[src/rtl/core/i64dec_pkg.sv]
package i64dec_pkg;

    // Fixed field widths of the channels
    localparam int VALUE_W = 64;
    localparam int CHAR_W  = 6;

    localparam logic [CHAR_W-1:0] CHAR_MINUS = 6'd45;
    localparam logic [CHAR_W-1:0] CHAR_ZERO  = 6'd48;

    localparam logic [3:0] BCD_FIVE  = 4'd5;
    localparam logic [3:0] BCD_THREE = 4'd3;
    localparam logic [3:0] BCD_NINE  = 4'd9;

    typedef enum logic [2:0] {
        ST_IDLE,
        ST_CONV,
        ST_SKIP,
        ST_SIGN,
        ST_EMIT
    } state_t;

endpackage

[src/rtl/core/i64dec_num_if.sv]
interface i64dec_num_if;
    logic                            valid;
    logic                            ready;
    logic [i64dec_pkg::VALUE_W-1:0]  value;
    logic                            command;

    modport source (output valid, output value, output command, input ready);
    modport sink   (input valid, input value, input command, output ready);
endinterface

[src/rtl/core/i64dec_text_if.sv]
interface i64dec_text_if;
    logic                           valid;
    logic                           ready;
    logic [i64dec_pkg::CHAR_W-1:0]  character;
    logic                           last;

    modport source (output valid, output character, output last, input ready);
    modport sink   (input valid, input character, input last, output ready);
endinterface

[src/rtl/core/int64_to_decimal_ascii.sv]
// Channel  Dir  Payload                    Transaction
// num      in   value[63:0], command       one number to convert
// text     out  character[5:0], last       one ASCII character of the text
//
// One number passes an accept state, VALUE_BITS shift-add-3 steps in the shared
// BCD adjust/shift unit, a step that drops leading zeros, then a minus sign if
// negative and one character per digit.
// num.ready is high only while idle; text stalls hold the sequencer in place.
// rst_n clears the sequencer and the output valid asynchronously.
module int64_to_decimal_ascii #(
    parameter int VALUE_BITS = 64
) (
    input  logic                 clk,
    input  logic                 rst_n,
    i64dec_num_if.sink           num,
    i64dec_text_if.source        text
);

    localparam int NDIG      = (VALUE_BITS * 30103) / 100000 + 1;
    localparam int BCD_W     = 4 * NDIG;
    localparam int BIT_CNT_W = $clog2(VALUE_BITS + 1);
    localparam int DIG_CNT_W = $clog2(NDIG + 1);

    i64dec_pkg::state_t state_reg, state_next;

    logic [VALUE_BITS-1:0]              mag_reg, mag_next;
    logic [BCD_W-1:0]                   bcd_reg, bcd_next;
    logic [BCD_W-1:0]                   bcd_adj;
    logic                               neg_reg, neg_next;
    logic [BIT_CNT_W-1:0]               bit_cnt_reg, bit_cnt_next;
    logic [DIG_CNT_W-1:0]               dig_cnt_reg, dig_cnt_next;
    logic                               ovalid_reg, ovalid_next;
    logic [i64dec_pkg::CHAR_W-1:0]      char_reg, char_next;
    logic                               last_reg, last_next;

    logic [VALUE_BITS-1:0]              val_in;
    logic                               neg_in;
    logic                               out_free;
    logic                               load;
    logic [3:0]                         top_digit;
    logic                               bcd_ok;

    assign val_in    = num.value[VALUE_BITS-1:0];
    assign neg_in    = num.command & val_in[VALUE_BITS-1];
    assign out_free  = !ovalid_reg || text.ready;
    assign top_digit = bcd_reg[BCD_W-1 -: 4];

    assign num.ready      = (state_reg == i64dec_pkg::ST_IDLE);
    assign text.valid     = ovalid_reg;
    assign text.character = char_reg;
    assign text.last      = last_reg;

    // Shared unit: add 3 to every digit of five or more
    always_comb
    begin
        logic [3:0] d;
        for (int i = 0; i < NDIG; i++)
        begin
            d = bcd_reg[4*i +: 4];
            bcd_adj[4*i +: 4] = (d >= i64dec_pkg::BCD_FIVE) ? d + i64dec_pkg::BCD_THREE : d;
        end
    end

    always_comb
    begin
        bcd_ok = 1'b1;
        for (int i = 0; i < NDIG; i++)
        begin
            bcd_ok = bcd_ok && (bcd_reg[4*i +: 4] <= i64dec_pkg::BCD_NINE);
        end
    end

    always_comb
    begin
        state_next   = state_reg;
        mag_next     = mag_reg;
        bcd_next     = bcd_reg;
        neg_next     = neg_reg;
        bit_cnt_next = bit_cnt_reg;
        dig_cnt_next = dig_cnt_reg;
        char_next    = char_reg;
        last_next    = last_reg;
        load         = 1'b0;

        unique case (state_reg)
            i64dec_pkg::ST_IDLE:
            begin
                if (num.valid)
                begin
                    mag_next     = neg_in ? VALUE_BITS'(~val_in + VALUE_BITS'(1)) : val_in;
                    neg_next     = neg_in;
                    bcd_next     = '0;
                    bit_cnt_next = BIT_CNT_W'(VALUE_BITS);
                    dig_cnt_next = DIG_CNT_W'(NDIG);
                    state_next   = i64dec_pkg::ST_CONV;
                end
            end
            i64dec_pkg::ST_CONV:
            begin
                bcd_next     = {bcd_adj[BCD_W-2:0], mag_reg[VALUE_BITS-1]};
                mag_next     = {mag_reg[VALUE_BITS-2:0], 1'b0};
                bit_cnt_next = bit_cnt_reg - BIT_CNT_W'(1);
                if (bit_cnt_reg == BIT_CNT_W'(1))
                begin
                    state_next = i64dec_pkg::ST_SKIP;
                end
            end
            i64dec_pkg::ST_SKIP:
            begin
                // drop one leading zero per cycle, keep at least one digit
                if (top_digit == 4'd0 && dig_cnt_reg > DIG_CNT_W'(1))
                begin
                    bcd_next     = {bcd_reg[BCD_W-5:0], 4'd0};
                    dig_cnt_next = dig_cnt_reg - DIG_CNT_W'(1);
                end
                else
                begin
                    state_next = neg_reg ? i64dec_pkg::ST_SIGN : i64dec_pkg::ST_EMIT;
                end
            end
            i64dec_pkg::ST_SIGN:
            begin
                if (out_free)
                begin
                    load       = 1'b1;
                    char_next  = i64dec_pkg::CHAR_MINUS;
                    last_next  = 1'b0;
                    state_next = i64dec_pkg::ST_EMIT;
                end
            end
            i64dec_pkg::ST_EMIT:
            begin
                if (out_free)
                begin
                    load         = 1'b1;
                    char_next    = i64dec_pkg::CHAR_ZERO + {2'b00, top_digit};
                    last_next    = (dig_cnt_reg == DIG_CNT_W'(1));
                    bcd_next     = {bcd_reg[BCD_W-5:0], 4'd0};
                    dig_cnt_next = dig_cnt_reg - DIG_CNT_W'(1);
                    if (dig_cnt_reg == DIG_CNT_W'(1))
                    begin
                        state_next = i64dec_pkg::ST_IDLE;
                    end
                end
            end
            default:
            begin
                state_next = i64dec_pkg::ST_IDLE;
            end
        endcase

        ovalid_next = load ? 1'b1 : (text.ready ? 1'b0 : ovalid_reg);
    end

    always_ff @(posedge clk or negedge rst_n)
    begin
        if (!rst_n)
        begin
            state_reg  <= i64dec_pkg::ST_IDLE;
            ovalid_reg <= 1'b0;
        end
        else
        begin
            state_reg  <= state_next;
            ovalid_reg <= ovalid_next;
        end
    end

    always_ff @(posedge clk)
    begin
        mag_reg     <= mag_next;
        bcd_reg     <= bcd_next;
        neg_reg     <= neg_next;
        bit_cnt_reg <= bit_cnt_next;
        dig_cnt_reg <= dig_cnt_next;
        char_reg    <= char_next;
        last_reg    <= last_next;
    end

    a_accept_starts_conv: assert property (@(posedge clk) disable iff (!rst_n)
        num.valid && num.ready |=> state_reg == i64dec_pkg::ST_CONV)
        else $error("accepted number did not start conversion");

    a_bcd_digits_valid: assert property (@(posedge clk) disable iff (!rst_n)
        (state_reg == i64dec_pkg::ST_SKIP || state_reg == i64dec_pkg::ST_EMIT) |-> bcd_ok)
        else $error("BCD digit out of range after conversion");

    a_digit_count_live: assert property (@(posedge clk) disable iff (!rst_n)
        (state_reg == i64dec_pkg::ST_SKIP || state_reg == i64dec_pkg::ST_EMIT)
        |-> dig_cnt_reg != DIG_CNT_W'(0))
        else $error("digit count ran out while emitting");

    a_last_not_minus: assert property (@(posedge clk) disable iff (!rst_n)
        ovalid_reg && last_reg |-> char_reg != i64dec_pkg::CHAR_MINUS)
        else $error("text ended on a minus sign");

    a_last_returns_idle: assert property (@(posedge clk) disable iff (!rst_n)
        load && last_next |=> state_reg == i64dec_pkg::ST_IDLE)
        else $error("sequencer not idle after final character");

endmodule
[src/flat_wrapper.sv]
// flat-port wrapper written by rule: the top's interface ports become plain ports
module int64_to_decimal_ascii_flat 
#(
    parameter int VALUE_BITS = 64
)
  (clk, rst_n, num_valid, num_value, num_command, num_ready, text_valid, text_character, text_last, text_ready);
  i64dec_num_if num_i ();
  i64dec_text_if text_i ();
  input  logic clk;
  input  logic rst_n;
  input wire logic [$bits(num_i.valid)-1:0] num_valid;
  input wire logic [$bits(num_i.value)-1:0] num_value;
  input wire logic [$bits(num_i.command)-1:0] num_command;
  output wire logic [$bits(num_i.ready)-1:0] num_ready;
  output wire logic [$bits(text_i.valid)-1:0] text_valid;
  output wire logic [$bits(text_i.character)-1:0] text_character;
  output wire logic [$bits(text_i.last)-1:0] text_last;
  input wire logic [$bits(text_i.ready)-1:0] text_ready;
  assign num_i.valid = num_valid;
  assign num_i.value = num_value;
  assign num_i.command = num_command;
  assign num_ready = num_i.ready;
  assign text_valid = text_i.valid;
  assign text_character = text_i.character;
  assign text_last = text_i.last;
  assign text_i.ready = text_ready;
  int64_to_decimal_ascii #(.VALUE_BITS(VALUE_BITS)) u_core (.clk(clk), .rst_n(rst_n), .num(num_i), .text(text_i));
endmodule
[config.mk]
export PLATFORM = sky130hd
export DESIGN_NAME = int64_to_decimal_ascii_flat
export DESIGN_NICKNAME = d
export VERILOG_FILES = /design/src/rtl/core/i64dec_pkg.sv /design/src/rtl/core/i64dec_num_if.sv /design/src/rtl/core/i64dec_text_if.sv /design/src/rtl/core/int64_to_decimal_ascii.sv /design/src/flat_wrapper.sv
export SDC_FILE = /design/constraint.sdc
export NUM_CORES = 1
export LEC_CHECK = 0
export BUFFER_PORTS_ARGS = -buffer_cell sky130_fd_sc_hd__buf_2
export CAP_MARGIN = 20
export CORE_MARGIN = 5
export CORE_UTILIZATION = 40
export DETAILED_ROUTE_END_ITERATION = 10
export GPL_ROUTABILITY_DRIVEN = 0
export PLACE_DENSITY = 0.65
export SETUP_SLACK_MARGIN = 0.2
export SYNTH_ARGS = -nofsm -noshare
export SYNTH_HDL_FRONTEND = slang
export SYNTH_SLANG_ARGS = --single-unit
[constraint.sdc]
create_clock -name clk -period 9.9 [get_ports clk]
set_clock_uncertainty 0.15 [all_clocks]
set_input_delay 0 -clock clk [delete_from_list [all_inputs] [get_ports clk]]
set_output_delay 0 -clock clk [all_outputs]
set_load 0.005 [all_outputs]
* Yosys cells after proc, flatten, opt, wreduce, memory -nomap -nowiden *
Cells that the tools add are included.

cells by class
  $add $sub $neg = 24
  order comparisons = 21
  equal/unequal tests = 13
  mux-type cells = 51
  bitwise operators = 2
  reduce and logical (&&, ||, !) cells = 17

operators with widths
  operator                                                                count
  80-bit one-hot mux with 4 select lines                                  1
  80-bit 2-to-1 mux                                                       3
  64-bit 2-to-1 mux                                                       2
  64-bit one-hot mux with 2 select lines                                  1
  4-bit by 3-bit >= comparator with 1-bit output (second input constant)  20
  4-bit by 2-bit adder with 4-bit output (second input constant)          19
  4-bit 2-to-1 mux                                                        19
  64-bit by 1-bit adder with 64-bit output (second input constant)        1
  64-bit NOT                                                              1
  3-bit 2-to-1 mux                                                        8
  5-bit 2-to-1 mux                                                        3
  3-bit one-hot mux with 5 select lines                                   1
  5-bit one-hot mux with 3 select lines                                   1
  7-bit one-hot mux with 2 select lines                                   1
  6-bit 2-to-1 mux                                                        2
  6-bit one-hot mux with 2 select lines                                   1
  2-bit by 1-bit != test with 1-bit output (second input constant)        5
  4-bit AND reduction                                                     2
  7-bit by 1-bit == test with 1-bit output (second input constant)        1
  7-bit 2-to-1 mux                                                        1
  7-bit by 1-bit subtractor with 7-bit output (second input constant)     1
  5-bit by 5-bit adder with 6-bit output (first input constant)           1
  3-bit by 2-bit == test with 1-bit output (second input constant)        2
  1-bit 2-to-1 mux                                                        6
  other kinds (21)                                                        25

storage, ports and cells
  register bits after elaboration = 168
  input port bits = 69
  output and inout bits = 9
  word-level logic and storage cells = 137

* Depth between registers and ports, before layout *
  depth in word-level cells = 5
  mapped depth = 8
  depth with buffers taken out = 8

* Worst setup path before layout *
No wires, ideal clock.

  path type = reg2reg
  from = reg u_core.dig_cnt_reg[0]
  to = reg u_core.bcd_reg[0], enable pin
  setup time = 0.535 ns
  data arrival time = 4.824 ns
  required time = 9.215 ns
  slack = 4.391 ns
  stages on the path, launching flop included = 7
  buffers on the path = 0
  period minus slack after synthesis = 5.509 ns
  cells stage by stage = edfxtp_1 -> ha_1 -> o21ai_0 -> and3_1 -> nand2b_1 -> o21a_1 -> o21bai_1

on the way
  word-level cells in the longest chain between the ends = 4

ends and longest elaborated chain
  element                                                    line                           RTL
  start: declaration                                         int64_to_decimal_ascii.sv:31   logic [DIG_CNT_W-1:0] dig_cnt_reg, dig_cnt_next;
  start signal: assignment                                   int64_to_decimal_ascii.sv:175  dig_cnt_reg <= dig_cnt_next;
  5-bit by 1-bit greater-than comparator with 1-bit output   int64_to_decimal_ascii.sv:111  if (top_digit == 4'd0 && dig_cnt_reg > DIG_CNT_W'(1))
  1-bit logical AND                                          int64_to_decimal_ascii.sv:111
  2-bit by 1-bit != test with 1-bit output (no source line)  -
  4-bit AND reduction (no source line)                       -
  end signal: assignment                                     int64_to_decimal_ascii.sv:172  bcd_reg <= bcd_next;
  end: declaration                                           int64_to_decimal_ascii.sv:27   logic [BCD_W-1:0] bcd_reg, bcd_next;

No other way between the ends.
A chain may end at the register's enable or synchronous reset.

* Worst setup path in the final report *
  from = reg u_core.state_reg[0]
  to = reg u_core.mag_reg[61], data pin

on the way
  word-level cells in the longest chain between the ends = 2
  elaborated cells between the ends (all ways) = 3
  those cells by class = 1 x eq/ne; 1 x mux; 1 x reduce/logical

ends and longest elaborated chain
  element                                                                        line                           RTL
  start: declaration                                                             int64_to_decimal_ascii.sv:24   i64dec_pkg::state_t state_reg, state_next;
  start signal: assignment                                                       int64_to_decimal_ascii.sv:159  state_reg <= i64dec_pkg::ST_IDLE;
  start signal: assignment                                                       int64_to_decimal_ascii.sv:164  state_reg <= state_next;
  3-bit by 1-bit == test with 1-bit output or 3-bit logical NOT (tied branches)  int64_to_decimal_ascii.sv:85   unique case (state_reg)
  64-bit one-hot mux with 2 select lines (*)                                     int64_to_decimal_ascii.sv:85
  net u_core.mag_next[61]                                                        int64_to_decimal_ascii.sv:26   logic [VALUE_BITS-1:0] mag_reg, mag_next;
  end signal: assignment                                                         int64_to_decimal_ascii.sv:171  mag_reg <= mag_next;
  end: declaration                                                               int64_to_decimal_ascii.sv:26

Mark *: on every way through the listed nets, which the timed path passes. The rest lies on a longest branch.

==> results.json <==
{
  "ant_nets": 0,
  "slowest_delay_ns": 0.74,
  "drc_errors": 0,
  "antenna_cells": 0,
  "finalHoldViolations": 0,
  "finalCritPeriodShare_pct": 32.2,
  "fin_crit_ns": 3.19,
  "pwr-share-clk_pct": 18.6,
  "worst_slew_pin_slew_ns": 1.06,
  "ys_ff_latch": 167,
  "synth_warnings": 0,
  "synth_ff_type": "edfxtp_1",
  "drive_gt1_share_pct": 10.7,
  "cts_made_buffers": 17,
  "startpoint": "u_core.state_reg[0]$_DFFE_PN0P_",
  "die_w_um": 171,
  "avgViaCountPerCell": 5.32,
  "io_buffers": 76,
  "cts-root-buf": "clkbuf_16",
  "multi_input_area_sq_um": 5010,
  "min_from": "num_value[63]",
  "slowest_stage": "dfrtp_1",
  "syn-cell-area_sq_um": 10400,
  "yosysSeqAreaShare_pct": 48.2,
  "timing.setup.tns_ns": 0,
  "htree_levels": 4,
  "io_pins": 78,
  "slew_viol_final": 0,
  "synth_cell_types": 53,
  "fp.coreArea_sq_um": 25800,
  "slew_headroom_pct": 29.6,
  "grt_pass1_vias": 8049,
  "die-area_sq_um": 29200,
  "synth_edf_count": 163,
  "power.share.switching_pct": 38.1,
  "ir_drop_mv": 0.197,
  "fill_cells": 2358,
  "rsz0062_at_grt": "no",
  "p_per_area_nw_per_um2": 281,
  "synth_fp_nets": 1207,
  "seqPwrFrac_pct": 44.7,
  "p_sw_uw": 1320,
  "rr_startpoint": "u_core.state_reg[0]$_DFFE_PN0P_",
  "clk_pin_slew_worst_paths_ns": 0.07,
  "path_cells": "nand2_4 > buf_4 > and2_1 > mux2i_1 > nand3_1 > dlygate4sd3_1",
  "total_power_uw": 3470,
  "syn_area_per_cell_sq_um": 9.48,
  "hp-class": "input pin to flip-flop",
  "grt_pass1_wl_um": 39200,
  "end_kind": "flip-flop",
  "clk_latency_ns": 0.43,
  "dr.pass1.iters": 6,
  "start_util_pct": 40.2,
  "drtIter0Drc": 663,
  "num_vias": 8338,
  "power.internal_uw": 2150,
  "fmaxAchievable_ghz": 0.314,
  "dp_hpwl_um": 15200,
  "cap_violations": 0,
  "die_h_um": 171,
  "status": "finished clean",
  "num-nets-final": 1334,
  "required_ns": 9.93,
  "area_delta_synth_final_pct": 19.0,
  "wire_per_inst_um": 14.7,
  "crit_arrival_ns": 3.22,
  "cts_sinks": 167,
  "netlist_instances": 1093,
  "synth_async_sr_flop_share_pct": 2.40,
  "largest_register_ffs": 80,
  "crit_path_max_fanout": 95,
  "grt-ovfl-total": 0,
  "worst_setup_path_start_kind": "flip-flop",
  "setup_viol_count_final": 0,
  "clk_path_buf_depth": 2,
  "antenna_found_initial": 0,
  "groute.usage.overall_pct": 16.1,
  "grt_max_degree": 96,
  "seqCellArea_sq_um": 4990,
  "cts_tree": "done",
  "placement_rows": 59,
  "p_leak_uw": 0.00447,
  "drt_wl_total_um": 23100,
  "power_frac_comb_pct": 36.7,
  "worstSetupPathType": "flip-flop to flip-flop",
  "postCtsSetupRepairBufs": 0
}
[cells by family (layout without fill, tap and decap cells)]
kind of cell / count (synthesis) / count (layout) / share of synthesized area (%)
buffers and inverters: 102 / 242 / 3.74
flip-flops: 167 / 167 / 48.2
other: 1 / 1 / 0.0362
AO/OA/AOI/OAI: 301 / 301 / 16.0
XOR/XNOR: 94 / 94 / 7.94
AND/OR/NAND/NOR: 380 / 380 / 18.3
adder cells (fa/ha/maj): 45 / 45 / 5.43
multiplexers: 3 / 3 / 0.302
[cell usage after synthesis (8+ instances only)]
| cell | instances | share of area [%] |
|---|---|---|
| ha_1 | 45 | 5.4 |
| nand4_1 | 8 | 0.48 |
| nor3_1 | 34 | 1.6 |
| inv_1 | 58 | 2.1 |
| xnor2_1 | 71 | 6.0 |
| nor2_1 | 92 | 3.3 |
| a21oi_1 | 123 | 5.9 |
| nand2_1 | 135 | 4.9 |
| xor2_1 | 23 | 1.9 |
| nor4_1 | 12 | 0.72 |
| edfxtp_1 | 163 | 47 |
| o31ai_1 | 12 | 0.87 |
| nor3b_1 | 23 | 1.7 |
| nand2b_1 | 27 | 1.6 |
| a31oi_1 | 9 | 0.54 |
| clkbuf_1 | 35 | 1.3 |
| and3_1 | 10 | 0.60 |
| o21ai_0 | 126 | 6.1 |
[final timing paths]
path                                                         to  slack (ns)  cells past startpoint
worst max-delay path               u_core.mag_reg[61]$_DFFE_PP_        6.71                      6
worst min register to register     u_core.mag_reg[17]$_DFFE_PP_        0.38                      2
worst max register to register     u_core.mag_reg[61]$_DFFE_PP_        6.71                      6
min in group asynchronous       u_core.state_reg[0]$_DFFE_PN0P_        0.33                      3
max in group asynchronous       u_core.state_reg[1]$_DFFE_PN0P_        9.10                      3
worst min-delay path                u_core.mag_reg[1]$_DFFE_PP_        0.25                      5
[metrics by stage]
stage	hold WS (ns)	setup WS (ns)	cells	area (sq um)	utilization, %
global placement	-0.337	7.14	1466	11100	43.0
CTS	0.226	6.68	1568	12300	47.9
floorplan	-0.446	4.39	1093	10400	-
global route	0.284	6.47	1568	12300	47.9
finish	0.249	6.71	1568	12300	47.9
detailed placement	-0.336	7.08	1466	11100	43.0
[cell type report]
cell class                 count  area share (%)
clock inverter                15            1.14
clock buffer                  17            3.45
sequential                   167            40.5
multi-input combinational    824            40.6
inverter                      58            1.77
timing repair buffer         152            9.13
tap                          335            3.40
[routing by layer]
layer  share of wire, %  vias up  track usage, %
li1                   -     4178               -
met1                 47     3893            22.7
met2                 46      235            25.3
met3                4.6       32            3.03
met4                1.6        0            4.96
met5                  0        -               0
[placed cells by master, fill, tap and decap left out, types with 10 or more instances in the layout]
cell type / n
edfxtp_1: 163
nand2_1: 134
o21ai_0: 126
a21oi_1: 123
nor2_1: 91
buf_2: 76
xnor2_1: 71
dlygate4sd3_1: 70
inv_1: 58
ha_1: 45
nor3_1: 34
nand2b_1: 27
nor3b_1: 23
xor2_1: 23
clkbuf_16: 17
o31ai_1: 12
nor4_1: 12
and3_1: 10
[critical path, delay by kind of cell (launching register included)]
kind	cells	cell delay [ns]
buf+inv	2	1.07
simple gates	3	0.80
flops	1	0.74
mux	1	0.12
[repair_timing]
action | 4_1_cts | 5_1_grt
gates resized for setup | 0 | 0
hold buffers | 70 | 0
endpoints found under the hold margin | 71 | 0
[power groups by stage]
stage	sequential, uW	combinational [uW]	clock [uW]
finish	1550	1270	646
global route	1600	1470	692
CTS	1550	1290	662
detailed placement	1560	1260	0
global placement	1550	1210	0
floorplan	1490	998	0
No activity file was read; power rests on OpenSTA's default activity.
